File: src/rtl/core/ctb_ram.sv
// Generic simple dual-port RAM, one write and one read port, registered read.
// No dependencies.
module ctb_ram #(
    parameter int WIDTH = 8,
    parameter int DEPTH = 16
) (
    input  logic                                   i_clk,
    input  logic                                   i_we,
    input  logic [((DEPTH > 1) ? $clog2(DEPTH) : 1)-1:0] i_waddr,
    input  logic [WIDTH-1:0]                       i_wdata,
    input  logic [((DEPTH > 1) ? $clog2(DEPTH) : 1)-1:0] i_raddr,
    output logic [WIDTH-1:0]                       o_rdata
);

    logic [WIDTH-1:0] r_mem [DEPTH];
    logic [WIDTH-1:0] r_rdata;

    always_ff @(posedge i_clk) begin
        if (i_we) begin
            r_mem[i_waddr] <= i_wdata;
        end
        r_rdata <= r_mem[i_raddr];
    end

    assign o_rdata = r_rdata;

endmodule

File: config.mk
export PLATFORM = sky130hd
export DESIGN_NAME = ctb_ram
export DESIGN_NICKNAME = d
export VERILOG_FILES = /design/src/rtl/core/ctb_ram.sv
export SDC_FILE = /design/constraint.sdc
export NUM_CORES = 1
export LEC_CHECK = 0
export BUFFER_PORTS_ARGS = -buffer_cell sky130_fd_sc_hd__buf_2
export CORE_MARGIN = 2
export CORE_UTILIZATION = 55
export DETAILED_ROUTE_END_ITERATION = 10
export PLACE_DENSITY = 0.73
export SYNTH_ARGS = -nofsm -noshare
export SYNTH_HDL_FRONTEND = slang
export SYNTH_SLANG_ARGS = --single-unit
File: constraint.sdc
create_clock -name i_clk -period 1.9 [get_ports i_clk]
set_input_delay 0.19 -clock i_clk [delete_from_list [all_inputs] [get_ports i_clk]]
set_output_delay 0.19 -clock i_clk [all_outputs]
set_load 0.03 [all_outputs]
==> summary.txt, run 1 <==
Pwr
  – Worst VDD drop: 0.0009239 V
  – PwrDens: 1143 mW/mm²
  – LEAKAGE: 2.104 nW
  – Power Total: 6.992 mW

Detailed routing
  – Post-detailed-route wirelength per cell: 24.17 µm
  – Via count: 2486
  – Met1 WL: 4191 µm
  – Top layer in use: met4
  – Initial drt markers: 274
  – Routed wl met3: 715 µm
  – DR DRC count: 0
  – Final wirelength: 9863 µm
  – Metal2 WL: 4828 µm
  – 1st-pass router iterations: 5
  – DR vias/cell: 6.093
  – Post-route ant nets: 0

Synthesis
  – Synth Warn #: 0
  – Post-Syn Area: 0.005147 mm²
  – FFs w/ async S/R, synth: 0
  – Top FF cell, synth: edfxtp_1
  – Synth Register Bits: 136
  – Avg Inst Size Synth: 22.48 µm²
  – Synthesized net count: 247
  – Sequential fraction of the synthesis area: 0.7778
  – Post-synth EDFFs: 128
  – Cell variety after synth: 19
  – Post-Synthesis Cells: 229

Placed design
  – PortBufs: 25
  – Routability cong.: 0.8363
  – Post-DP Area: 0.005508 mm²
  – Post-detailed-placement half-perimeter wirelength: 6009 µm

Min path
  – Worst Hold Class: primary input to flop

STA
  – Fin. Hold Viols: 0
  – Final setup viols: 0
  – Fin Setup TNS: 0 ps
  – RSZ-0062 raised after global routing: no
  – Max Slew Vio Count: 0
  – Fin crit share: 0.7019
  – Slew HR: 0.7031
  – Max Freq: 0.7498 GHz
  – Final Skew: 8.203 ps
  – Minimum clock period: 1334 ps
  – Worst slew pin tran: 445.4 ps

Layout
  – Ant diodes: 0
  – Multi-input logic area: 0.001057 mm²
  – Seq. cell area: 0.004004 mm²
  – Final Cell Area: 0.006118 mm²
  – Fill cells: 576
  – Most frequent cells in the layout: edfxtp_1, buf_2, buf_4
  – Layout cell share with drive strength beyond 1: 0.3232
  – Area Growth Syn to Fin: 18.86%
  – Most common cell after layout, fill and taps aside: edfxtp_1
  – Final net count: 302

Setup path
  – Worst Path Max Fanout: 1
  – Data required, critical path: 2280 ps
  – WP data arrival: 1720 ps
  – WS Path Type: flop to flop
  – CP Capture Type: flop
  – CP Launch Type: flop

CTS
  – Hold buffer count at CTS: 0
  – Longest Clk Path Bufs: 2
  – CTS tree: done
  – Setup Fix Bufs, Post-CTS: 0
  – Post-CTS Resized: 0
  – Cts bufs inserted: 17
  – CTS Root Cell: clkbuf_8
  – Clock Latency Late Sink: 500 ps
  – H-tree Lvls: 4
  – Sinks on Clock Net: 136
  – Clock slew at reported path FFs: 60 ps

Global routing
  – Initial antenna violation count: 0
  – Total congestion overflow: 0
  – Maximum number of pins on one net before global-route repair: 33
  – Via count of the first global-routing pass: 2540
  – First-pass GRT wire length: 15040 µm
  – Total Routing Usage GR: 0.2171

Floorplanning
  – Initial Utilization: 0.5624
  – DIE HEIGHT: 100.7 µm
  – I/O pin total: 26
  – Die area: 0.01015 mm²
  – FP Rows: 35
  – Core Area: 0.009153 mm²
  – Die Wd: 100.7 µm

Status
  – Status: finished clean

Job
  – Max Cap Viol: 0
[power breakdown]
part           leakage (nW)  internal (mW)  switching, mW
clock network         0.289           2.08           1.19
registers              1.22           3.35         0.0228
logic                 0.591          0.137          0.208
[cells in the mapped netlist (2+ instances only)]
library cell / instances / area, µm²
buf_6: 3 / 33.78
a22oi_1: 16 / 120.1
mux4_1: 14 / 367.9
nand2_1: 9 / 33.78
clkdlybuf4s25_2: 3 / 30.03
edfxtp_1: 128 / 3844
nand2b_1: 2 / 12.51
buf_2: 3 / 15.01
nand3b_1: 2 / 15.01
nor2_1: 13 / 48.80
mux4_2: 18 / 405.4
nor3_1: 4 / 20.02
dfxtp_1: 8 / 160.2
[per-stage QoR]
stage / util / hold WS (ps) / std cells / worst slack [ps]
2_1_floorplan: - / 288.9 / 229 / 217.1
3_3_place_gp: 0.6018 / 577.5 / 376 / 303.1
3_5_place_dp: 0.6018 / 583.9 / 376 / 281.6
4_1_cts: 0.6685 / 44.66 / 408 / 567.4
5_1_grt: 0.6685 / 67.34 / 408 / 522.4
6_report: 0.6685 / 58.41 / 408 / 566.3
[kinds of logic (layout without fill, tap and decap cells)]
family / count (synthesis) / in the layout / synth area share
AND/OR/NAND/NOR: 35 / 35 / 0.03184
flip-flops: 136 / 136 / 0.7778
buffers and inverters: 10 / 78 / 0.01677
AO/OA/AOI/OAI: 16 / 16 / 0.02334
multiplexers: 32 / 32 / 0.1502
[area by class of cell]
class / instances / share of cell area
clock buffers: 19 / 0.07219
flip-flops and latches: 136 / 0.6544
repair buffers: 46 / 0.05031
clock inverters: 13 / 0.02761
well taps: 111 / 0.02270
multi-input cells: 83 / 0.1728
[path summary, 6_finish.rpt]
kind | depth (start not counted) | start | to | slack (ps)
worst min register to register | 3 | r_mem[15][3] | o_rdata[3] | 670
worst max-delay path | 3 | r_mem[11][7] | o_rdata[7] | 570
worst min-delay path | 1 | i_wdata[4] | r_mem[6][4] | 60
worst max register to register | 3 | r_mem[11][7] | o_rdata[7] | 570
[layer usage]
metal | GRT usage | vias to the layer above
met3 | 0.04646 | 7
met1 | 0.3175 | 1263
met2 | 0.3195 | 130
li1 | - | 1086
met5 | 0 | -
met4 | 0.09905 | 0
[critical path, cell delays in order (launching register included)]
cell	delay (ps)
edfxtp_1	380
mux4_2	480
a22oi_1	240
nand2_1	100
[registers in the layout, indices dropped and copies added (netlist names)]
signal   cells
r_mem      128
o_rdata      8
(Power assumes the default switching activity.)
==> run 2: changes to the inputs <==
==> constraint.sdc (replaced) <==
create_clock -name i_clk -period 1.4 [get_ports i_clk]
set_input_delay 0.14 -clock i_clk [delete_from_list [all_inputs] [get_ports i_clk]]
set_output_delay 0.14 -clock i_clk [all_outputs]
set_load 0.03 [all_outputs]
==> run 2 against run 1 <==
Clock skew increased by 1.6 ps. Design area increased by 0.84%. Die area unchanged. Core utilization increased by 0.56 points. Global-route usage decreased by 0.62 points. Highest routed layer unchanged.
==> summary.txt, run 2 (same netlist as run 1, synthesis figures left out) <==
Status
  – Status: finished clean

Detailed routing
  – Initial drt markers: 162
  – Post-detailed-route wirelength per cell: 23.56 µm
  – 1st-pass router iterations: 4
  – Via count: 2458
  – Final wirelength: 9706 µm
  – Post-route ant nets: 0
  – DR DRC count: 0
  – DR vias/cell: 5.966

STA
  – Max Freq: 0.7405 GHz
  – Fin. Hold Viols: 0
  – Fin crit share: 0.9646
  – Worst slew pin tran: 738.5 ps
  – Fin Setup TNS: 0 ps
  – Slew HR: 0.5066
  – Minimum clock period: 1350 ps
  – Final Skew: 9.834 ps
  – Max Slew Vio Count: 0
  – Final setup viols: 0
  – Hold Slack: 12.58 ps

Setup path
  – Setup crit start: r_mem[2][0]
  – Worst Path Max Fanout: 1
  – CP Capture Type: flop
  – R2r startpoint: r_mem[2][0]
  – WP data arrival: 1740 ps
  – Data required, critical path: 1790 ps
  – CP Launch Type: flop
  – WS Path Type: flop to flop

Global routing
  – Total congestion overflow: 0
  – Maximum number of pins on one net before global-route repair: 18
  – Initial antenna violation count: 0
  – Total Routing Usage GR: 0.2108
  – First-pass GRT wire length: 14680 µm
  – Via count of the first global-routing pass: 2512

Min path
  – Worst Hold Class: primary input to flop
  – Worst Hold Launch: i_wdata[0]

Layout
  – Most frequent cells in the layout: edfxtp_1, buf_2, buf_4
  – Layout cell share with drive strength beyond 1: 0.3389
  – Multi-input logic area: 0.001077 mm²
  – Area Growth Syn to Fin: 19.86%
  – Final net count: 306
  – Final Non-Filler Cells: 412
  – Final Cell Area: 0.006170 mm²
  – Fill cells: 567
  – Top reg by flops: r_mem
  – Ant diodes: 0
  – Most common cell after layout, fill and taps aside: edfxtp_1
  – Max reg flops: 128
  – Seq. cell area: 0.004004 mm²

CTS
  – Longest Clk Path Bufs: 2
  – H-tree Lvls: 4
  – CTS tree: done
  – CTS Root Cell: clkbuf_8
  – Clock slew at reported path FFs: 60 ps
  – Cts bufs inserted: 17
  – Sinks on Clock Net: 136
  – Clock Latency Late Sink: 510 ps
  – Setup Fix Bufs, Post-CTS: 0

Floorplanning
  – DIE HEIGHT: 100.7 µm
  – Die area: 0.01015 mm²
  – Initial Utilization: 0.5624
  – Die Wd: 100.7 µm
  – FP Rows: 35
  – Core Area: 0.009153 mm²
  – I/O pin total: 26

Pwr
  – PwrDens: 1542 mW/mm²
  – Worst VDD drop: 0.0008350 V
  – LEAKAGE: 2.122 nW
  – Power Total: 9.513 mW

Placed design
  – PortBufs: 25
  – Post-DP Area: 0.005555 mm²
  – Post-detailed-placement half-perimeter wirelength: 6229 µm
  – Routability cong.: 0.7799
  – Cells after DPL: 380

Job
  – Max Cap Viol: 0
[run 2: cell count changes in the layout (fill, tap and decap cells not counted), sizes merged]
cell / change
bufinv: +1
buf: +4
clkbuf: -1
clkinvlp: +1
clkinv: +1
inv: -2
[run 2: repair_timing]
item | in CTS | in global routing
resized for setup | 0 | 3
hold buffers | 0 | 0
setup endpoints to repair | 0 | 2
[run 2: report_power, final]
group | switching (mW) | leakage, nW | internal [mW] | total (mW)
Sequential | 0.0283 | 1.22 | 4.55 | 4.58
Combinational | 0.289 | 0.617 | 0.200 | 0.488
Clock | 1.58 | 0.282 | 2.87 | 4.44
Total | 1.89 | 2.12 | 7.62 | 9.51
[run 2: final timing paths]
| path | end | slack, ps | cells after the start |
|---|---|---|---|
| max | o_rdata[0] | 50 | 3 |
| min | r_mem[3][0] | 10 | 1 |
| max reg2reg | o_rdata[0] | 50 | 3 |
| min reg2reg | o_rdata[7] | 680 | 3 |
[run 2: routing by layer]
| layer | global-route usage | wire, µm | vias up |
|---|---|---|---|
| li1 | - | - | 1093 |
| met1 | 0.2883 | 4069 | 1272 |
| met2 | 0.3323 | 4901 | 82 |
| met3 | 0.05340 | 588 | 11 |
| met4 | 0.07903 | 147 | 0 |
| met5 | 0 | 0 | - |
[run 2: area by class of cell]
cell class,instances,area share
clock buffers,18,0.06773
clock inverters,14,0.02941
multi-input cells,83,0.1746
flip-flops and latches,136,0.6490
well taps,111,0.02251
repair buffers,50,0.05678
[run 2: per-stage QoR]
step                      utilization  worst slack, ps
after detailed placement       0.6070           -199.9
after global placement         0.6070           -155.5
after CTS                      0.6725            15.44
after global routing           0.6741          -0.8397
final                          0.6741            49.60
after floorplan                     -           -6.146
[run 2: worst max-delay path, cell delays in order, from the launching register on]
cell      delay, ps
edfxtp_1        370
mux4_1          540
a22oi_2         240
nand2_1          80
